## config.mk

```make
export PLATFORM = sky130hd
export DESIGN_NAME = resp_bulk_array_parser_top
export DESIGN_NICKNAME = d
export VERILOG_FILES = /design/src/design/rbap_pkg.sv /design/src/design/rbap_skid.sv /design/src/design/rbap_parse.sv /design/src/design/resp_bulk_array_parser_top.sv
export SDC_FILE = /design/constraint.sdc
export NUM_CORES = 1
export LEC_CHECK = 0
export ABC_AREA = 1
export BUFFER_PORTS_ARGS = -buffer_cell sky130_fd_sc_hd__buf_2
export CAP_MARGIN = 40
export CORE_MARGIN = 4
export CORE_UTILIZATION = 44
export CTS_CLUSTER_SIZE = 40
export DETAILED_ROUTE_END_ITERATION = 8
export SYNTH_ARGS = -nofsm -noshare
export SYNTH_HDL_FRONTEND = slang
export SYNTH_SLANG_ARGS = --single-unit
```

## constraint.sdc

```tcl
create_clock -name clk -period 5.28 [get_ports clk]
set_clock_uncertainty 0.1 [all_clocks]
set_input_delay 1.056 -clock clk [delete_from_list [all_inputs] [get_ports clk]]
set_output_delay 1.056 -clock clk [all_outputs]
set_load 0.005 [all_outputs]
```

## src/design/rbap_pkg.sv

```systemverilog
package rbap_pkg;

  // limits of the parser, used as defaults of the top level parameters
  localparam int MAX_TOKEN_LEN_DEF = 4096;
  localparam int MAX_TOKENS_DEF    = 16;

  // protocol characters
  localparam logic [7:0] CH_STAR   = 8'h2A;
  localparam logic [7:0] CH_DOLLAR = 8'h24;
  localparam logic [7:0] CH_CR     = 8'h0D;
  localparam logic [7:0] CH_LF     = 8'h0A;
  localparam logic [7:0] CH_PLUS   = 8'h2B;
  localparam logic [7:0] CH_MINUS  = 8'h2D;
  localparam logic [7:0] CH_ZERO   = 8'h30;
  localparam logic [7:0] CH_NINE   = 8'h39;

  typedef enum logic [1:0] {
    KIND_PAYLOAD   = 2'd0,
    KIND_EMPTY_TOK = 2'd1,
    KIND_EMPTY_REQ = 2'd2,
    KIND_ERROR     = 2'd3
  } kind_t;

  typedef struct packed {
    logic       start_of_request;
    logic [7:0] data_byte;
  } req_t;

  typedef struct packed {
    kind_t      kind;
    logic [7:0] payload_byte;
    logic [3:0] token_number;
    logic       token_last;
    logic       request_last;
  } res_t;

  // what the parser produces for one consumed byte
  typedef struct packed {
    logic valid;
    res_t res;
  } outcome_t;

endpackage

```

## src/design/rbap_skid.sv

```systemverilog
module rbap_skid
  import rbap_pkg::*;
(
  input  logic clk,
  input  logic rst,
  input  logic up_valid,
  input  req_t up_item,
  output logic up_stall,
  output logic dn_valid,
  output req_t dn_item,
  input  logic dn_take
);

  logic main_valid;
  req_t main_item;
  logic spare_valid;
  req_t spare_item;
  logic up_accept;

  assign up_accept = up_valid && !spare_valid;
  assign up_stall  = spare_valid;
  assign dn_valid  = main_valid;
  assign dn_item   = main_item;

  always_ff @(posedge clk) begin
    if (rst) begin
      main_valid  <= 1'b0;
      spare_valid <= 1'b0;
    end else if (dn_take || !main_valid) begin
      if (spare_valid) begin
        main_valid  <= 1'b1;
        spare_valid <= 1'b0;
      end else begin
        main_valid <= up_accept;
      end
    end else if (up_accept) begin
      spare_valid <= 1'b1;
    end
  end

  always_ff @(posedge clk) begin
    if (dn_take || !main_valid) begin
      if (spare_valid) begin
        main_item <= spare_item;
      end else if (up_accept) begin
        main_item <= up_item;
      end
    end else if (up_accept) begin
      spare_item <= up_item;
    end
  end

`ifndef SYNTHESIS
  // the spare slot only fills behind a held main slot
  a_spare_needs_main: assert property (@(posedge clk) disable iff (rst)
    spare_valid |-> main_valid)
    else $error("spare slot full while main slot empty");
`endif

endmodule

```

## src/design/rbap_parse.sv

```systemverilog
module rbap_parse
  import rbap_pkg::*;
#(
  parameter int MAX_TOKEN_LEN = MAX_TOKEN_LEN_DEF,
  parameter int MAX_TOKENS    = MAX_TOKENS_DEF
) (
  input  logic     clk,
  input  logic     rst,
  input  logic     advance,
  input  req_t     item,
  output outcome_t outcome
);

  localparam int LenW = $clog2(MAX_TOKEN_LEN + 1);
  localparam int CntW = $clog2(MAX_TOKENS + 1);
  localparam int AccW = (LenW > CntW) ? LenW : CntW;
  localparam int MulW = AccW + 4;

  typedef enum logic [7:0] {
    PH_IDLE   = 8'b0000_0001,
    PH_NFIRST = 8'b0000_0010,
    PH_NREQ   = 8'b0000_0100,
    PH_NDIGS  = 8'b0000_1000,
    PH_NLF    = 8'b0001_0000,
    PH_HEAD   = 8'b0010_0000,
    PH_DATA   = 8'b0100_0000,
    PH_SKIP   = 8'b1000_0000
  } phase_t;

  phase_t            phase, phase_next;
  logic              is_len, is_len_next;
  logic [AccW-1:0]   acc, acc_next;
  logic              neg, neg_next;
  logic [CntW-1:0]   tokens_left, tokens_left_next;
  logic [3:0]        token_counter, token_counter_next;
  logic [LenW-1:0]   payload_left, payload_left_next;
  logic              skip_first, skip_first_next;

  logic [7:0]        b;
  logic              is_digit;
  logic [3:0]        dval;
  logic [AccW-1:0]   acc_base;
  logic [MulW-1:0]   acc_new;
  logic [MulW-1:0]   lim;
  logic              over;
  logic              bad;
  logic              num_done;
  logic              tok_done;
  logic              tl;

  assign b        = item.data_byte;
  assign is_digit = (b >= CH_ZERO) && (b <= CH_NINE);
  assign dval     = 4'(b - CH_ZERO);
  assign acc_base = (phase == PH_NDIGS) ? acc : '0;
  assign acc_new  = MulW'(acc_base) * MulW'(10) + MulW'(dval);
  assign lim      = is_len ? MulW'(MAX_TOKEN_LEN) : MulW'(MAX_TOKENS);
  assign over     = acc_new > lim;

  always_comb begin
    phase_next         = phase;
    is_len_next        = is_len;
    acc_next           = acc;
    neg_next           = neg;
    tokens_left_next   = tokens_left;
    token_counter_next = token_counter;
    payload_left_next  = payload_left;
    skip_first_next    = skip_first;
    outcome            = '0;
    bad                = 1'b0;
    num_done           = 1'b0;
    tok_done           = 1'b0;
    tl                 = 1'b0;

    if (item.start_of_request) begin
      // a start flag always drops whatever parse was running
      tokens_left_next   = '0;
      token_counter_next = '0;
      payload_left_next  = '0;
      skip_first_next    = 1'b0;
      acc_next           = '0;
      neg_next           = 1'b0;
      is_len_next        = 1'b0;
      if (b == CH_STAR) begin
        phase_next = PH_NFIRST;
      end else begin
        phase_next           = PH_IDLE;
        outcome.valid        = 1'b1;
        outcome.res.kind     = KIND_ERROR;
      end
    end else begin
      unique case (phase)
        PH_IDLE: begin
        end
        PH_NFIRST, PH_NREQ: begin
          if (phase == PH_NFIRST && (b == CH_PLUS || b == CH_MINUS)) begin
            neg_next   = (b == CH_MINUS);
            phase_next = PH_NREQ;
          end else if (!is_digit) begin
            bad = 1'b1;
          end else begin
            acc_next   = AccW'(acc_new);
            phase_next = PH_NDIGS;
            bad        = over;
          end
        end
        PH_NDIGS: begin
          if (is_digit) begin
            acc_next = AccW'(acc_new);
            bad      = over;
          end else if (b == CH_CR) begin
            // only minus zero is a legal negative number
            if (neg && acc != '0) begin
              bad = 1'b1;
            end else begin
              phase_next = PH_NLF;
            end
          end else begin
            bad = 1'b1;
          end
        end
        PH_NLF: begin
          if (b == CH_LF) begin
            num_done = 1'b1;
          end else begin
            bad = 1'b1;
          end
        end
        PH_HEAD: begin
          if (b == CH_DOLLAR) begin
            acc_next    = '0;
            neg_next    = 1'b0;
            is_len_next = 1'b1;
            phase_next  = PH_NFIRST;
          end else begin
            phase_next = PH_IDLE;
          end
        end
        PH_DATA: begin
          tl                       = payload_left <= LenW'(1);
          outcome.valid            = 1'b1;
          outcome.res.kind         = KIND_PAYLOAD;
          outcome.res.payload_byte = b;
          outcome.res.token_number = token_counter;
          outcome.res.token_last   = tl;
          outcome.res.request_last = tl && (tokens_left == CntW'(1));
          if (payload_left != '0) begin
            payload_left_next = payload_left - LenW'(1);
          end
          tok_done = tl;
        end
        PH_SKIP: begin
          if (skip_first) begin
            skip_first_next = 1'b0;
          end else begin
            phase_next = (tokens_left == '0) ? PH_IDLE : PH_HEAD;
          end
        end
        default: begin
          phase_next = PH_IDLE;
        end
      endcase

      if (bad) begin
        phase_next               = PH_IDLE;
        outcome.valid            = 1'b1;
        outcome.res.kind         = KIND_ERROR;
        outcome.res.token_number = token_counter;
      end

      if (num_done) begin
        if (!is_len) begin
          token_counter_next = '0;
          tokens_left_next   = CntW'(acc);
          if (acc == '0) begin
            phase_next               = PH_IDLE;
            outcome.valid            = 1'b1;
            outcome.res.kind         = KIND_EMPTY_REQ;
            outcome.res.request_last = 1'b1;
          end else begin
            phase_next = PH_HEAD;
          end
        end else if (acc == '0) begin
          outcome.valid            = 1'b1;
          outcome.res.kind         = KIND_EMPTY_TOK;
          outcome.res.token_number = token_counter;
          outcome.res.token_last   = 1'b1;
          outcome.res.request_last = (tokens_left == CntW'(1));
          tok_done                 = 1'b1;
        end else begin
          payload_left_next = LenW'(acc);
          phase_next        = PH_DATA;
        end
      end

      // end of a token: two trailing bytes follow
      if (tok_done) begin
        if (tokens_left != '0) begin
          tokens_left_next = tokens_left - CntW'(1);
        end
        token_counter_next = token_counter + 4'd1;
        skip_first_next    = 1'b1;
        phase_next         = PH_SKIP;
      end
    end
  end

  always_ff @(posedge clk) begin
    if (rst) begin
      phase         <= PH_IDLE;
      is_len        <= 1'b0;
      acc           <= '0;
      neg           <= 1'b0;
      tokens_left   <= '0;
      token_counter <= '0;
      payload_left  <= '0;
      skip_first    <= 1'b0;
    end else if (advance) begin
      phase         <= phase_next;
      is_len        <= is_len_next;
      acc           <= acc_next;
      neg           <= neg_next;
      tokens_left   <= tokens_left_next;
      token_counter <= token_counter_next;
      payload_left  <= payload_left_next;
      skip_first    <= skip_first_next;
    end
  end

`ifndef SYNTHESIS
  a_data_has_bytes: assert property (@(posedge clk) disable iff (rst)
    (phase == PH_DATA) |-> (payload_left != '0))
    else $error("payload phase with no bytes left");

  a_tokens_in_range: assert property (@(posedge clk) disable iff (rst)
    tokens_left <= CntW'(MAX_TOKENS))
    else $error("token count above limit");
`endif

endmodule

```

## src/design/resp_bulk_array_parser_top.sv

```systemverilog
// request parser for an array of bulk strings, one byte per transaction
//
// req channel: req_item carries one request byte and a start flag that marks
//   the first byte of a request; a transaction completes when req_valid is
//   high and req_stall is low
// res channel: res_item carries one result (payload byte, empty-token marker,
//   empty-request marker or format error) with token index and last marks;
//   a byte gives at most one result, many give none
// throughput: one byte per cycle while res_stall is low; the parse state
//   is updated by a single pass of logic between the input slot and the
//   result register; an accepted byte waits in the input slot, is parsed
//   there, and its result is registered and offered on res
// stalls: while res_stall holds a result, the parser stops; the input skid
//   buffer fills its free slots and then raises req_stall (a registered
//   signal, so no combinational path joins the two stall inputs)
// reset: rst is synchronous; it empties both buffers and returns the parser
//   to idle, where bytes without a start flag are ignored
module resp_bulk_array_parser_top
  import rbap_pkg::*;
#(
  parameter int MAX_TOKEN_LEN = MAX_TOKEN_LEN_DEF,
  parameter int MAX_TOKENS    = MAX_TOKENS_DEF
) (
  input  logic clk,
  input  logic rst,
  input  logic req_valid,
  input  req_t req_item,
  output logic req_stall,
  output logic res_valid,
  output res_t res_item,
  input  logic res_stall
);

  logic     core_valid;
  req_t     core_item;
  logic     advance;
  outcome_t outcome;

  // input slot plus one spare entry
  rbap_skid u_skid (
    .clk      (clk),
    .rst      (rst),
    .up_valid (req_valid),
    .up_item  (req_item),
    .up_stall (req_stall),
    .dn_valid (core_valid),
    .dn_item  (core_item),
    .dn_take  (advance)
  );

  // parse one byte whenever the result register is free or being emptied
  assign advance = core_valid && (!res_valid || !res_stall);

  rbap_parse #(
    .MAX_TOKEN_LEN (MAX_TOKEN_LEN),
    .MAX_TOKENS    (MAX_TOKENS)
  ) u_parse (
    .clk     (clk),
    .rst     (rst),
    .advance (advance),
    .item    (core_item),
    .outcome (outcome)
  );

  // result register
  always_ff @(posedge clk) begin
    if (rst) begin
      res_valid <= 1'b0;
    end else if (advance) begin
      res_valid <= outcome.valid;
    end else if (!res_stall) begin
      res_valid <= 1'b0;
    end
  end

  always_ff @(posedge clk) begin
    if (advance && outcome.valid) begin
      res_item <= outcome.res;
    end
  end

`ifndef SYNTHESIS
  a_result_loaded: assert property (@(posedge clk) disable iff (rst)
    (advance && outcome.valid) |=> res_valid)
    else $error("parsed result not presented");
`endif

endmodule

```

# Word-level counts from Yosys, hierarchy flattened
# Index checks and enable logic that the tools add are counted.
# word_totals
output_inout_bits	18
elab_cells	173
regBits	83
input_bits	13
# op_classes
n_eq_ne	20
magnitude_cmp	4
n_reduce_logical	37
bitwise_logic	2
muxes	84
multipliers	1
addsub	5
# ops
operator	n
2-to-1 mux 13 bit	12
2-to-1 mux 8 bit	12
== test 8 x 6 -> 1 bit (second input constant)	5
one-hot mux 8 bit (5 select lines)	1
one-hot mux 13 bit (3 select lines)	1
2-to-1 mux 5 bit	6
2-to-1 mux 1 bit	29
nonzero test 13 bit	2
== test 8 x 4 -> 1 bit (second input constant)	3
2-to-1 mux 6 bit	4
2-to-1 mux 3 bit	7
2-to-1 mux 4 bit	5
2-to-1 mux 9 bit	2
adder 17 x 4 -> 17 bit	1
greater-than comparator 17 bit	1
2-to-1 mux 17 bit	1
multiplier 13 x 3 -> 16 bit (second input constant)	1
less-or-equal comparator 13 x 1 -> 1 bit (second input constant)	1
zero test 13 bit	1
subtractor 13 x 1 -> 13 bit (second input constant)	1
nonzero test 3 bit	3
== test 8 x 1 -> 1 bit (second input constant)	1
== test 8 x 2 -> 1 bit (second input constant)	1
== test 8 x 3 -> 1 bit (second input constant)	1
other kinds (28)	51

# Logic depth before layout (Yosys ltp)
# depth
ltp_word	15
mapped_depth	33
ltp_nobuf	31

# By module
# Synthesis repeated with hierarchy kept, for this count alone.
# unflattened
cells_unflattened	863
hier_area_um2	5906.9
# modules_own_cells
mod	instances	area_per_inst_um2	seq_area_each_um2	cells_each
rbap_parse	1	4626.9	920.9	777
rbap_skid	1	739.5	580.6	59
resp_bulk_array_parser_top	1	540.5	500.5	27

# Worst setup path after synthesis
# Ideal clock, no wire load.
# synth_path
path_type	flip-flop to flip-flop
from	reg u_parse.phase[7]
to	reg res_item[0] (netlist bit), enable pin
arrival_ps	4257
path_buffers	2
period_less_slack_ps	4672
path_slack_ps	608
setup_time_ps	315
stages_incl_launch_ff	33
required_ps	4865
cell_sequence	dfxtp_1 nor2_2 nand2_2 nor2_4 buf_4 inv_1 clkbuf_1 nor2_1 ha_1 ha_1 nand2_1 inv_1 nand3_1 nand2_1 nand2_1 nand2_1 nand2_1 nand3b_1 nor2_1 xor2_1 inv_1 ha_1 nand2_1 nor4_1 nand2_1 a21oi_1 nand4_1 nor2_1 nand2_1 nand2_2 nand3_1 nand2_1 inv_1
# synth_between
elab_chain_len	15
word_cells_on_any_way	26
classes_between	1 x add/sub; 1 x mul; 1 x order compare; 5 x eq/ne; 15 x mux; 3 x reduce/logical
# synth_rtl
element	line	text
start: declaration	rbap_parse.sv:30	phase_t phase, phase_next;
start signal: assignment	rbap_parse.sv:218	phase <= phase_next;
== test 8 x 4 -> 1 bit	rbap_parse.sv:54, rbap_parse.sv:91	
2-to-1 mux 13 bit	rbap_parse.sv:54	assign acc_base = (phase == PH_NDIGS) ? acc : '0;
multiplier 13 x 3 -> 16 bit	rbap_parse.sv:55	assign acc_new = MulW'(acc_base) * MulW'(10) + MulW'(dval);
adder 17 x 4 -> 17 bit	rbap_parse.sv:55	
greater-than comparator 17 bit	rbap_parse.sv:57	assign over = acc_new > lim;
2-to-1 mux 1 bit	rbap_parse.sv:98	end else if (!is_digit) begin
2-to-1 mux 1 bit	rbap_parse.sv:95	if (phase == PH_NFIRST && (b == CH_PLUS || b == CH_MINUS)) begin
one-hot mux 1 bit (3 select lines)	rbap_parse.sv:91	unique case (phase)
2-to-1 mux 1 bit	rbap_parse.sv:74	if (item.start_of_request) begin
2-to-1 mux 3 bit	rbap_parse.sv:163	if (bad) begin
2-to-1 mux 3 bit, on equally long branches	rbap_parse.sv:174, rbap_parse.sv:182	
2-to-1 mux 3 bit	rbap_parse.sv:171	if (!is_len) begin
2-to-1 mux 3 bit (*)	rbap_parse.sv:170	if (num_done) begin
2-to-1 mux 3 bit (*)	rbap_parse.sv:74	
logical AND 1 bit (*)	resp_bulk_array_parser_top.sv:77	if (advance && outcome.valid) begin
end signal: assignment	resp_bulk_array_parser_top.sv:78	res_item <= outcome.res;
end: declaration	resp_bulk_array_parser_top.sv:30	output res_t res_item,
# Every way passes the cells marked *; elsewhere a longest branch is shown, timed or not. The select of a mux whose other input is x is not followed.
# A chain may end at the register's enable or synchronous reset.

# Final worst setup path
# layout_path
from	reg u_parse.phase[0]
to	reg res_item[2] (netlist bit), enable pin
# Same word-level chain as after synthesis.

==> metrics <==
R2R cell count 31; H-tree depth 3; core footprint 12700 µm²; max_slew headroom 55.3%; worst hold stages 2; crit share post-route 93.7%; Layout area overhead 15.0%; Setup-failing EPs final 0; max frequency 0.202 GHz; Worst setup EP type register; Initial DRC Count 518; Hold WC Path Type register to register; vias in the first global route 5091; final net count 913; Setup TNS 0 ps; Port Buffers 30; Placed Instances 1024; Post-Syn Instances 832; WL/cell 14.0 µm; final instance count without filler cells 1048; GRT Util Overall 20.2%; cts-stage hold buffer count 0; Synth area leaders edfxtp_1, dfxtp_1, nand2_1, inv_1, ha_1; I/O pin cnt 31; highest routed layer met4; count leader, synth nand2_1; worst-skew pair later-pin latency 350 ps; final WL 14600 µm; Net Count, Synth 874; wire length on met2 6610 µm; final core utilization 52.0%; vias after detailed routing 5439; Final ANT Viol Nets 0; top_reg_cell synth dfxtp_1; post-synth top area cell edfxtp_1; Synth Register Bits 83; Num CTS Buffers 9; Starting Density 45.2%; WP buf/inv 6; grt total ovfl 0; dpl cell area 6110 µm²; share of the synthesized area in the top cell type 17.7%; run status completed; maxcap violations 0; Die Span Y 122 µm; Design Power 1.40 mW; post-layout min period 4950 ps; maximum buffer depth of the clock tree 2; Placer Congestion 0.936; Worst Tran Pin Value 667 ps; total die area 15000 µm²; number of fill cells 1315; share of layout cells above drive strength 1 15.4%; Post-synth EDFFs 34; Avg Synthesized Cell Area 6.92 µm²; CTS root buffer clkbuf_16; Detailed Place HPWL 11300 µm; crit start category register; Critical Path AT 4960 ps; worst vdd ir 273 µV; leakage power 2.98 nW; register area share after synthesis 34.8%; kind of cell adding the most delay to the critical path simple AND/OR/NAND/NOR gates; drc violations 0; die span in x 122 µm; via density per instance 5.19; ANT cells 0; slowest CP cell dfxtp_1; DR WL met3 673 µm; row cnt 41; commonest cells in the netlist nand2_1, inv_1, nor2_1; initial antenna violation count 0; Pwr per Cell Area 211 nW/µm²; most frequent CP cell nand2_1; critical path's largest stage delay 350 ps; mapped cell area 5750 µm²; Met1 Wirelength 6980 µm; required time worst endpoint 5290 ps; final worst setup slack 330 ps; clk sinks 83; crit-path max FO 16; worst slack, placed 104 ps; first-pass GRT wire length 24300 µm; largest net degree at the start of global routing 43; CP Class register to register; fin area 6620 µm²; asr flop ratio synth 0%; post-synth cell types 45; Initial DRT Pass Iterations 5; Warnings, synthesis 0; Worst path depth 31; Final Max Tran Viols 0; WHS 363 ps; Clock transition at path regs 70 ps; CTS tree built; Final Hold Fails 0
-- state kept, by name, indices dropped and copies added (netlist names) --
name                   cells
res_item                  16
res_valid                  1
u_parse.acc               13
u_parse.is_len             1
u_parse.neg                1
u_parse.payload_left      13
u_parse.phase              8
u_parse.skip_first         1
u_parse.token_counter      4
u_parse.tokens_left        5
u_skid.dn_item             9
u_skid.dn_valid            1
u_skid.spare_item          9
u_skid.up_stall            1
-- cell type report --
class / instances / area (µm²) / area share [%]
Inverter: 135 / 514 / 7.77
Sequential cell: 83 / 2000 / 30.3
Tap cell: 172 / 215 / 3.25
Multi-Input combinational cell: 596 / 3290 / 49.7
Clock buffer: 11 / 264 / 3.99
Clock inverter: 5 / 35.0 / 0.530
Timing Repair Buffer: 46 / 293 / 4.43
-- final timing paths --
kind | slack, ps | end | start
hold / removal | 360 | u_parse.neg | u_parse.neg
hold reg to reg | 360 | u_parse.neg | u_parse.neg
setup / recovery | 330 | res_item[2] | u_parse.phase[0]
setup reg to reg | 330 | res_item[2] | u_parse.phase[0]
-- tightest hold or removal path: cells and delay by family (launching register included) --
kind | cells | cell delay, ps
AOI/OAI and AO/OA | 1 | 60
buffers and inverters | 1 | 60
DFF | 1 | 300
-- routing by layer --
| metal | track usage (%) | vias up |
|---|---|---|
| li1 | - | 2786 |
| met2 | 31.6 | 143 |
| met1 | 28.1 | 2480 |
| met5 | 0 | - |
| met4 | 6.72 | 0 |
| met3 | 3.87 | 30 |
-- timing repair --
item | in CTS | in global routing
setup buffers | 0 | 8
endpoints found under the setup margin | 0 | 23
gates resized for setup | 0 | 29
-- layout by cell type (no fill, tap or decap), drive strengths merged, types with 2 or more instances in the layout --
master    count
nand2       232
nand3b        2
a21oi        58
edfxtp       34
and3          2
ha           28
nor4          9
inv         131
xor2         15
clkinvlp      3
buf          45
nor3         15
a211oi        5
o211ai       18
dfxtp        49
o22ai         3
xnor2         4
nor2         99
clkbuf       12
nand4        19
nand3        51
clkinv        6
o21ai        28
-- report_power, final --
part / switching [mW] / internal [mW]
clock network: 0.266 / 0.360
registers: 0.0103 / 0.679
logic: 0.0563 / 0.0264
total: 0.333 / 1.07
-- cell families (layout without fill, tap and decap cells) --
family / count (synthesis) / count (layout) / share of synthesized area (%)
AOI/OAI and AO/OA: 118 / 118 / 11.9
DFF: 83 / 83 / 34.8
adders and majority gates: 29 / 29 / 6.44
buffers and inverters: 153 / 197 / 10.2
and+or+nand+nor: 430 / 430 / 33.6
xor gates and xnor gates: 19 / 19 / 3.02
(Power assumes the default switching activity.)
